===== config.mk =====
export PLATFORM = sky130hd
export DESIGN_NAME = stable_insertion_sort_records
export DESIGN_NICKNAME = d
export VERILOG_FILES = /design/src/sv/sisr_pkg.sv /design/src/sv/sisr_mem.sv /design/src/sv/sisr_ctrl.sv /design/src/sv/stable_insertion_sort_records.sv
export VERILOG_INCLUDE_DIRS = /design/src /design/src/sv
export SDC_FILE = /design/constraint.sdc
export NUM_CORES = 2
export LEC_CHECK = 0
export BUFFER_PORTS_ARGS = -buffer_cell sky130_fd_sc_hd__buf_2
export CORE_ASPECT_RATIO = 0.6
export CORE_UTILIZATION = 52
export CTS_CLUSTER_SIZE = 10
export DETAILED_ROUTE_END_ITERATION = 16
export GPL_ROUTABILITY_DRIVEN = 1
export HOLD_SLACK_MARGIN = 0.08
export PLACE_DENSITY = 0.68
export SLEW_MARGIN = 5
export SYNTH_ARGS = -nofsm -noshare
export SYNTH_HDL_FRONTEND = slang
export SYNTH_HIERARCHICAL = 1
export SYNTH_SLANG_ARGS = --single-unit
export TNS_END_PERCENT = 5

===== constraint.sdc =====
create_clock -name clk_i -period 10 [get_ports clk_i]
set_clock_uncertainty 0.15 [all_clocks]
set_input_delay 1.5 -clock clk_i [delete_from_list [all_inputs] [get_ports clk_i]]
set_output_delay 1.5 -clock clk_i [all_outputs]
set_load 0.005 [all_outputs]

===== src/sv/assert_macros.svh =====
// ----------------------------------------------------------------------------
// Assertion macros
// Shorthand for clocked concurrent assertions with an active-low reset.
// ----------------------------------------------------------------------------
`ifndef ASSERT_MACROS_SVH
`define ASSERT_MACROS_SVH

// A property that must hold at every rising clock edge outside reset.
`define ASSERT_ALWAYS(name, clk, rstn, prop) \
  name: assert property (@(posedge clk) disable iff (!rstn) (prop)) \
    else $error("assertion failed");

// An implication checked in the same cycle.
`define ASSERT_IMPLIES(name, clk, rstn, ante, cons) \
  name: assert property (@(posedge clk) disable iff (!rstn) (ante) |-> (cons)) \
    else $error("assertion failed");

`endif


===== src/sv/sisr_pkg.sv =====
// ----------------------------------------------------------------------------
// sisr_pkg
// Shared types and constants of the stable insertion sort block.
// ----------------------------------------------------------------------------
package sisr_pkg;

  localparam int unsigned DEF_MAX_RECORDS = 64;

  // One stored record: identifier and Q16.16 score.
  typedef struct packed {
    logic signed [31:0] key;
    logic signed [31:0] score;
  } rec_t;

  // Memory port strobes issued by the controller.
  typedef struct packed {
    logic we;
    logic re;
  } mem_ctl_t;

  typedef enum logic [1:0] {
    ST_IDLE,
    ST_INSERT,
    ST_EMIT
  } state_e;

endpackage


===== src/sv/sisr_mem.sv =====
// ----------------------------------------------------------------------------
// sisr_mem
// Record table: one write port, one read port, registered read data.
// ----------------------------------------------------------------------------
module sisr_mem #(
  parameter int unsigned DEPTH = 64,
  parameter int unsigned AW    = 6
) (
  input  logic              clk_i,
  input  sisr_pkg::mem_ctl_t ctl_i,
  input  logic [AW-1:0]     waddr_i,
  input  sisr_pkg::rec_t    wdata_i,
  input  logic [AW-1:0]     raddr_i,
  output sisr_pkg::rec_t    rdata_o
);
  import sisr_pkg::*;

  rec_t mem_q [DEPTH];
  rec_t rdata_q;

  always_ff @(posedge clk_i) begin
    if (ctl_i.we) begin
      mem_q[waddr_i] <= wdata_i;
    end
  end

  // Read data holds until the next read strobe.
  always_ff @(posedge clk_i) begin
    if (ctl_i.re) begin
      rdata_q <= mem_q[raddr_i];
    end
  end

  assign rdata_o = rdata_q;

endmodule


===== src/sv/sisr_ctrl.sv =====
// ----------------------------------------------------------------------------
// sisr_ctrl
// Sequencer for insertion (read, compare, shift up) and sorted read-out.
// ----------------------------------------------------------------------------
`include "assert_macros.svh"

module sisr_ctrl #(
  parameter int unsigned MAX_RECORDS = 64,
  parameter int unsigned AW          = 6,
  parameter int unsigned CW          = 7
) (
  input  logic               clk_i,
  input  logic               rst_ni,
  input  logic               in_valid_i,
  output logic               in_ready_o,
  input  sisr_pkg::rec_t     in_rec_i,
  input  logic               last_i,
  output logic               out_valid_o,
  input  logic               out_ready_i,
  output logic               out_last_o,
  output logic               overflow_o,
  output sisr_pkg::mem_ctl_t mem_ctl_o,
  output logic [AW-1:0]      waddr_o,
  output sisr_pkg::rec_t     wdata_o,
  output logic [AW-1:0]      raddr_o,
  input  sisr_pkg::rec_t     rdata_i
);
  import sisr_pkg::*;

  state_e        state_q, state_d;
  logic [CW-1:0] fill_q, fill_d;
  logic          drop_q, drop_d;
  logic [AW-1:0] pos_q, pos_d;
  rec_t          new_q, new_d;
  logic          last_q, last_d;
  logic [CW-1:0] idx_q, idx_d;
  logic          ovalid_q, ovalid_d;
  logic          olast_q, olast_d;
  logic          ovf_q, ovf_d;

  logic          accept;
  logic          full;
  logic          shift;
  logic          emit_rd;
  logic          emit_end;
  logic [CW-1:0] fill_m1;
  logic [CW-1:0] idx_p1;

  assign in_ready_o = (state_q == ST_IDLE) && (!ovalid_q || out_ready_i);
  assign accept     = in_valid_i && in_ready_o;
  assign full       = (fill_q == CW'(MAX_RECORDS));
  assign fill_m1    = fill_q - CW'(1);
  assign idx_p1     = idx_q + CW'(1);
  // The stored record at pos-1 moves up while its score is strictly greater.
  assign shift      = (pos_q != '0) && (rdata_i.score > new_q.score);
  assign emit_rd    = (state_q == ST_EMIT) && (!ovalid_q || out_ready_i);
  assign emit_end   = emit_rd && (idx_p1 == fill_q);

  // Next state.
  always_comb begin
    state_d = state_q;
    case (state_q)
      ST_IDLE: begin
        if (accept) begin
          if (full || fill_q == '0) begin
            state_d = last_i ? ST_EMIT : ST_IDLE;
          end else begin
            state_d = ST_INSERT;
          end
        end
      end
      ST_INSERT: begin
        if (!shift) begin
          state_d = last_q ? ST_EMIT : ST_IDLE;
        end
      end
      ST_EMIT: begin
        if (emit_end) begin
          state_d = ST_IDLE;
        end
      end
      default: state_d = ST_IDLE;
    endcase
  end

  // Datapath and memory strobes.
  always_comb begin
    fill_d    = fill_q;
    drop_d    = drop_q;
    pos_d     = pos_q;
    new_d     = new_q;
    last_d    = last_q;
    idx_d     = idx_q;
    olast_d   = olast_q;
    ovf_d     = ovf_q;
    mem_ctl_o = '0;
    waddr_o   = pos_q;
    wdata_o   = new_q;
    raddr_o   = pos_q - AW'(2);

    if (ovalid_q && out_ready_i) begin
      ovalid_d = 1'b0;
    end else begin
      ovalid_d = ovalid_q;
    end

    case (state_q)
      ST_IDLE: begin
        idx_d = '0;
        if (accept) begin
          new_d  = in_rec_i;
          last_d = last_i;
          if (full) begin
            drop_d = 1'b1;
          end else if (fill_q == '0) begin
            mem_ctl_o.we = 1'b1;
            waddr_o      = '0;
            wdata_o      = in_rec_i;
            fill_d       = CW'(1);
          end else begin
            mem_ctl_o.re = 1'b1;
            raddr_o      = fill_m1[AW-1:0];
            pos_d        = fill_q[AW-1:0];
          end
        end
      end
      ST_INSERT: begin
        mem_ctl_o.we = 1'b1;
        if (shift) begin
          wdata_o      = rdata_i;
          pos_d        = pos_q - AW'(1);
          // At position one the next slot is the bottom and needs no compare.
          mem_ctl_o.re = (pos_q > AW'(1));
        end else begin
          fill_d = fill_q + CW'(1);
        end
      end
      ST_EMIT: begin
        if (emit_rd) begin
          mem_ctl_o.re = 1'b1;
          raddr_o      = idx_q[AW-1:0];
          idx_d        = idx_p1;
          olast_d      = (idx_p1 == fill_q);
          ovf_d        = drop_q;
          ovalid_d     = 1'b1;
        end
        if (emit_end) begin
          fill_d = '0;
          drop_d = 1'b0;
        end
      end
      default: begin
      end
    endcase
  end

  always_ff @(posedge clk_i or negedge rst_ni) begin
    if (!rst_ni) begin
      state_q  <= ST_IDLE;
      fill_q   <= '0;
      drop_q   <= 1'b0;
      idx_q    <= '0;
      ovalid_q <= 1'b0;
    end else begin
      state_q  <= state_d;
      fill_q   <= fill_d;
      drop_q   <= drop_d;
      idx_q    <= idx_d;
      ovalid_q <= ovalid_d;
    end
  end

  always_ff @(posedge clk_i) begin
    pos_q   <= pos_d;
    new_q   <= new_d;
    last_q  <= last_d;
    olast_q <= olast_d;
    ovf_q   <= ovf_d;
  end

  assign out_valid_o = ovalid_q;
  assign out_last_o  = olast_q;
  assign overflow_o  = ovf_q;

  `ASSERT_IMPLIES(a_no_rw_same_entry, clk_i, rst_ni, mem_ctl_o.we && mem_ctl_o.re, waddr_o != raddr_o)
  `ASSERT_ALWAYS(a_fill_in_range, clk_i, rst_ni, fill_q <= CW'(MAX_RECORDS))
  `ASSERT_IMPLIES(a_no_read_while_stalled, clk_i, rst_ni, ovalid_q && !out_ready_i, !mem_ctl_o.re)
  `ASSERT_IMPLIES(a_emit_not_empty, clk_i, rst_ni, state_q == ST_EMIT, fill_q != '0)

endmodule


===== src/sv/stable_insertion_sort_records.sv =====
// ----------------------------------------------------------------------------
// stable_insertion_sort_records
// Stable sort of scored records, emitted in ascending score order per batch.
// ----------------------------------------------------------------------------
// Records (key, signed Q16.16 score) are loaded one item at a time into a
// sorted table held in a single-port-read, single-port-write memory. A record
// is written straight into the table when it is empty, or dropped when it is
// full; otherwise the controller walks down from the top of the table, one
// memory read per cycle, moving each stored record with a strictly greater
// score up by one entry. Equal scores keep their arrival order. After the
// record marked last, the table is read out from the bottom through the
// registered read port at one item per cycle while out_ready is high, with
// out_last on the final item and overflow on every item of a batch that
// dropped records beyond capacity. A new record is taken once the read-out
// has finished. No clearing pass is needed after reset.
module stable_insertion_sort_records #(
  parameter int unsigned MAX_RECORDS = sisr_pkg::DEF_MAX_RECORDS
) (
  input  logic               clk_i,
  input  logic               rst_ni,
  input  logic               in_valid_i,
  output logic               in_ready_o,
  input  logic signed [31:0] rec_key_i,
  input  logic signed [31:0] score_i,
  input  logic               last_i,
  output logic               out_valid_o,
  input  logic               out_ready_i,
  output logic signed [31:0] out_key_o,
  output logic signed [31:0] out_score_o,
  output logic               out_last_o,
  output logic               overflow_o
);
  import sisr_pkg::*;

  localparam int unsigned AW = (MAX_RECORDS > 1) ? $clog2(MAX_RECORDS) : 1;
  localparam int unsigned CW = $clog2(MAX_RECORDS + 1);

  rec_t          in_rec;
  rec_t          wdata;
  rec_t          rdata;
  mem_ctl_t      mem_ctl;
  logic [AW-1:0] waddr;
  logic [AW-1:0] raddr;

  assign in_rec.key   = rec_key_i;
  assign in_rec.score = score_i;

  sisr_ctrl #(
    .MAX_RECORDS(MAX_RECORDS),
    .AW         (AW),
    .CW         (CW)
  ) u_ctrl (
    .clk_i      (clk_i),
    .rst_ni     (rst_ni),
    .in_valid_i (in_valid_i),
    .in_ready_o (in_ready_o),
    .in_rec_i   (in_rec),
    .last_i     (last_i),
    .out_valid_o(out_valid_o),
    .out_ready_i(out_ready_i),
    .out_last_o (out_last_o),
    .overflow_o (overflow_o),
    .mem_ctl_o  (mem_ctl),
    .waddr_o    (waddr),
    .wdata_o    (wdata),
    .raddr_o    (raddr),
    .rdata_i    (rdata)
  );

  sisr_mem #(
    .DEPTH(MAX_RECORDS),
    .AW   (AW)
  ) u_mem (
    .clk_i  (clk_i),
    .ctl_i  (mem_ctl),
    .waddr_i(waddr),
    .wdata_i(wdata),
    .raddr_i(raddr),
    .rdata_o(rdata)
  );

  // The memory read register doubles as the output register.
  assign out_key_o   = rdata.key;
  assign out_score_o = rdata.score;

endmodule


After elaboration in Yosys (flattened, before gate mapping)
Memory sizes are Yosys's and may differ from the RTL's. A register that Yosys moved wholly into a read port is not among the register bits.
Index checks and enable logic that the tools add are counted.

operators by class
  add/subtract/negate cells = 5
  multipliers = 0
  div/mod/pow operators = 0
  magnitude comparators = 2
  equal/unequal tests = 13
  shift operators = 0
  mux-type cells = 51
  bitwise logic cells = 0
  reductions and logical operators = 22

operators with widths
  operator               number
  $mux W64               4
  $pmux W64 S2           1
  $mux W6                12
  $mux W7                6
  $gt A32 B32 Y1         1
  $pmux W6 S2            2
  $pmux W7 S3            1
  $mux W2                8
  $add A7 B1 Y7 const B  2
  $pmux W7 S2            1
  $mux W1                12
  $sub A6 B1 Y6 const B  2
  $ne A2 B1 Y1 const B   5
  $ne A2 B2 Y1 const B   4
  $eq A7 B7 Y1           1
  $eq A7 B7 Y1 const B   1
  $logic_not A7 Y1       1
  $gt A6 B1 Y1 const B   1
  $logic_and A1 B1 Y1    6
  $pmux W2 S3            1
  $reduce_and A2 Y1      3
  $reduce_and A6 Y1      1
  $reduce_bool A6 Y1     1
  $sub A6 B2 Y6 const B  1
  other kinds (12)       15

word-level totals
  bits in registers = 91
  bits in latches = 0
  bits in writable memories = 4,096
  memory bits (read-only) = 0
  input bits = 69
  output and inout bits = 68
  memories kept = 1

memory list
  name         depth  width  rd ports  clocked after Yosys merged registers in  write ports  line            text
  u_mem.mem_q  64     64     1         1                                        1            sisr_mem.sv:18  rec_t mem_q [DEPTH];

Logic depth before layout (Yosys ltp)
  depth after elaboration = 8
  depth in mapped cells = 18
  gate-level depth less buffers = 14

Hierarchy
Netlist, hierarchy kept.

modules (own cells, without submodules)
  module     times used  cells each  area each (sq um)  sequential area each (sq um)
  sisr_mem   1           6,598       156,989.3          124,919.8
  sisr_ctrl  1           681         6,298.5            2,642.5

Least setup slack after synthesis
OpenSTA, ideal clock, no wires.

  kind = in2reg
  from = in out_ready_i
  to = mem u_mem/mem_q[48][0] (netlist name), enable pin
  setup time = 564 ps
  arrival time = 7,700 ps
  required time = 9,286 ps
  path slack = 1,585 ps
  cell stages on the path = 9
  buffers on the path = 2
  path through = nand2b_1 -> and2_1 -> nand2_1 -> nor3_1 -> clkbuf_1 -> buf_1 -> nor2_1 -> nand4b_1 -> nor3_1

on the way
  elaborated cells between the ends (all ways) = 9
  classes of those cells = mux (6); reduce/logical (3)

RTL lines
  element              line                                 text
  from (decl)          stable_insertion_sort_records.sv:27  input logic out_ready_i,
  $logic_or A1 B1 Y1   sisr_ctrl.sv:49                      assign in_ready_o = (state_q == ST_IDLE) && (!ovalid_q || out_ready_i);
  $logic_and A1 B1 Y1  sisr_ctrl.sv:49
  net in_ready_o       stable_insertion_sort_records.sv:22  output logic in_ready_o,
  $logic_and A1 B1 Y1  sisr_ctrl.sv:50                      assign accept = in_valid_i && in_ready_o;
  $mux W6              sisr_ctrl.sv:110                     if (accept) begin
  $mux W6              sisr_ctrl.sv:107                     case (state_q)
  net waddr[0]         stable_insertion_sort_records.sv:42  logic [AW-1:0] waddr;
  to (decl)            sisr_mem.sv:18

The timed path passes the listed nets, and every way through them passes these cells.

Final worst setup path
  from = in out_ready_i
  to = reg u_mem/rdata_o[50] (netlist name)

on the way
  longest elaborated chain between the ends = 5
  elaborated cells between the ends (all ways) = 10
  classes of those cells = mux (6); reduce/logical (4)

ends and longest elaborated chain
  element               line                                 text
  $logic_or A1 B1 Y1 *  sisr_ctrl.sv:49, sisr_ctrl.sv:56
  $logic_and A1 B1 Y1   sisr_ctrl.sv:49
  $logic_and A1 B1 Y1   sisr_ctrl.sv:50
  $mux W6               sisr_ctrl.sv:110
  $pmux W6 S2 *         sisr_ctrl.sv:107
  net raddr[0]          stable_insertion_sort_records.sv:43  logic [AW-1:0] raddr;

Mark *: on every way through the listed nets, which the timed path passes. The rest lies on a longest branch.
A chain may end at the register's enable or synchronous reset.

==> parameters.txt <==
Parameter                              Value

Run status
  Run status ... complete, no violations

Clock tree
  Clock latency reported for the late side of the worst-skew pair ... 950 ps
  H-tree lvl count ... 5
  CTS Buffer Depth ... 4
  CTS root buffer ... clkbuf_16
  TritonCTS Sinks ... around 4300
  Clock transition at the register clock pins on the worst setup and hold paths after CTS ... roughly 60 ps
  Post_cts resized ... 0
  Number of CTS-inserted buffers ... around 470
  Post-CTS Setup Repair Bufs ... 0
  Number of hold buffers added after cts ... 0
  CTS tree ... done

Die
  Initial core utilization ... 0.526
  Core region area ... slightly above 300000 µm²
  Die height ... approximately 440 µm
  Ports ... 137
  Total Die Area ... about 320000 µm²
  Cell row count ... about 160
  Horizontal extent of the die ... roughly 730 µm

Timing
  Highest Clock Rate ... approximately 150 MHz
  Min Hold Slack ... roughly 340 ps
  Final Cycle Share ... 0.653
  Pin slew with the least headroom to its limit ... around 1400 ps
  Setup repair after global routing missed its margin ... false
  Post-route minimum period ... roughly 6500 ps
  Worst relative slew slack ... 0.0604
  Setup TNS ... 0 ps
  Final hold vios ... 0
  Final count of pins violating max slew ... 0
  Final setup viols ... 0

Critical path
  Crit path capture ... u_mem/rdata_o[50]
  Flop2flop setup slack ... 3480 ps
  Largest driver fanout on the critical path ... 108
  Depth of the worst register-to-register path ... 15
  Endpoint of the worst-slack reg-to-reg timing path ... u_mem/rdata_o[55]
  R2R Path Start ... u_ctrl/state_q[1]
  Crit path DAT ... a little over 7000 ps
  Critical path launch point ... out_ready_i
  Crit end category ... register
  Startpoint kind of the worst setup timing path ... input pin
  Required time at the endpoint of the critical path ... ~11000 ps
  Kind of critical path ... input pin to register

Logic synthesis
  Multiplexer share of the synthesized area ... 0.150
  Syn_area_per_cell ... 22.4 µm²
  Number of flops mapped to enable cells by yosys ... roughly 4200
  Distinct cell type count of the synthesized netlist ... 60
  Arithmetic-cell share of the synthesized area counting full adders, half adders and majority gates ... 0.00337
  Cell area after synthesis ... between 150000 and 200000 µm²
  Fraction of registers with async set/reset ... 0.00423
  Yosys top cell by area ... edfxtp_1
  Dominant synthesized flop cell ... edfxtp_1
  Fraction of synthesized cell area taken by the top area cell type ... 0.778
  Synth Area in Compound Gates ... 0.0334
  Xor/xnor share of the synthesized area ... 0.000965
  Count of state elements after synthesis ... around 4300
  Yosys warning total ... 6
  Register area share after synthesis ... 0.781
  Dominant combinational cell family by area after synthesis ... multiplexers
  Cell types with the largest area share after synthesis ... edfxtp_1 78%, mux4_2 14%, mux2i_1 0.86%
  Post-synthesis simple-gate area fraction ... 0.0176
  Net Count, Synth ... roughly 7400
  Synth Instances ... 7279

Drt
  First-pass DRT Iterations ... 7
  Count of unresolved DRC violations after routing ... 0
  Total length of routed wires ... between 400 and 500 mm
  Number of routed nets with antenna violations ... 0
  DRT iter0 DRCs ... 15800
  Number of vias per cell after detailed routing ... between 7 and 8
  WL per Instance ... about 41 µm
  Via count of the routed design ... between 80000 and 90000

Global routing
  GRT Overall Usage ... 0.309
  Vias in the first global route ... ~83000
  Global-route wire length before repair ... 674 mm
  Antenna violations before repair ... 26
  Leftover overflow at the end of global routing ... 0
  Pin count of the biggest net entering global routing ... 127

Cells and area
  Top library cells by usage in the layout, fill and taps aside ... 4233 x edfxtp_1, 1024 x mux4_2, 475 x clkbuf_16, 232 x buf_4, 181 x nand2_1
  Relative area change from synthesis to final layout ... 11.9%
  Net total in the final layout ... between 7000 and 8000
  Cell area after layout ... approximately 180000 µm²
  Core utilization of the finished layout ... 0.588
  Most common library cell in the layout ignoring fill and taps ... edfxtp_1
  Fraction of final layout cells sized beyond drive strength 1 ... 0.266
  Final-layout fill cell count ... 21500

Placed design
  Routability congestion estimate from global placement ... 0.848
  Placed Area ... roughly 170000 µm²
  Port buffer count ... between 100 and 150
  Post-DP HPWL ... between 200 and 300 mm

Hold path
  Worst min-delay path category ... register to register

Run
  Max_cap viols ... 0

Power and ir drop
  Leak pwr ... around 57 nW
  Total power density per cell area ... 398 nW/µm²
  Portion of total power attributed to combinational logic ... 0.431
  Reported net switching power ... between 0.02 and 0.03 W
  Peak ir drop on the vdd network ... between 0.0006 and 0.0007 V
  Part of the power in the clock network ... 0.204
  Switching power as a share of total power ... 0.379
  Int Pwr ... 0.0451 W
  Flop pwr share ... 0.365
cell usage after synthesis (all sizes together) (49+ instances only):
cell and count:
a21oi 74, o22ai 85, edfxtp 4233, buf 242, mux2i 140, and3 69, nand2 185, nor2 139
inv 62, a22oi 168, a211oi 63, nand3 56, clkbuf 178, mux4 1024, a22o 106, a221o 49
worst max-delay path, stage by stage:
cell,delay (ps)
buf_2,110
nand2b_1,180
nand2_1,330
inv_1,300
a21oi_1,640
a21oi_1,270
o221ai_4,750
buf_12,600
buf_4,670
mux4_2,590
nor2b_1,160
a211oi_1,310
o22ai_1,150
and3_1,180
layout make-up:
class                           instances  area [µm²]  area share
Sequential cell                      4251      128000       0.698
Multi-Input combinational cell       2545       34200       0.187
Clock buffer                          502       12000      0.0656
Tap cell                             4160        5200      0.0285
Timing Repair Buffer                  406        3180      0.0174
Clock inverter                         16         297     0.00162
Inverter                               63         240     0.00131
Antenna cell                           22        55.1    0.000301
metrics by stage:
stage	total power (W)	setup slack, ps	cells
2_1_floorplan	0.0464	1590	7279
3_3_place_gp	0.0569	2730	11400
3_5_place_dp	0.0575	2630	11400
4_1_cts	0.0721	3580	11900
5_1_grt	0.0747	3180	12000
6_report	0.0727	3470	12000
layer usage:
metal  vias to the layer above  GRT usage  wire (µm)
met5                         -          0         58
met4                         8      0.117      21900
met3                      1060     0.0969      78200
met2                      7287      0.430     210000
met1                     45600      0.463     185000
li1                      31800          -          -
power by group through the flow:
stage	Combinational, W	Clock (W)	Sequential, W
floorplan	0.0198	0	0.0265
global placement	0.0301	0	0.0268
detailed placement	0.0307	0	0.0268
CTS	0.0308	0.0149	0.0265
global route	0.0326	0.0156	0.0265
finish	0.0313	0.0148	0.0265
how the worst min path moves through the flow:
stage                              from                 to  slack, ps  depth (start not counted)
after CTS                 u_ctrl/drop_q  u_ctrl/overflow_o        340                          0
after detailed placement  u_ctrl/drop_q  u_ctrl/overflow_o        310                          0
after floorplan           u_ctrl/drop_q  u_ctrl/overflow_o        290                          0
final                     u_ctrl/drop_q  u_ctrl/overflow_o        340                          0
after global routing      u_ctrl/drop_q  u_ctrl/overflow_o        360                          0
after global placement    u_ctrl/drop_q  u_ctrl/overflow_o        320                          0
logic make-up after synthesis:
kind of cell / after synthesis
compound gates: 721
xor+xnor: 18
buf+inv: 483
fa+ha+maj: 44
simple gates: 597
flops: 4251
mux: 1165
flip-flops by register name (all words and copies together), names as in the netlist:
signal	flops
u_mem/rdata_o	64
u_ctrl/overflow_o	1
u_ctrl/fill_q	7
u_ctrl/state_q	2
u_ctrl/new_q	64
u_ctrl/last_q	1
u_ctrl/idx_q	7
u_ctrl/out_valid_o	1
u_ctrl/drop_q	1
u_ctrl/out_last_o	1
u_mem/mem_q	4096
u_ctrl/pos_q	6
(Power assumes the default switching activity.)
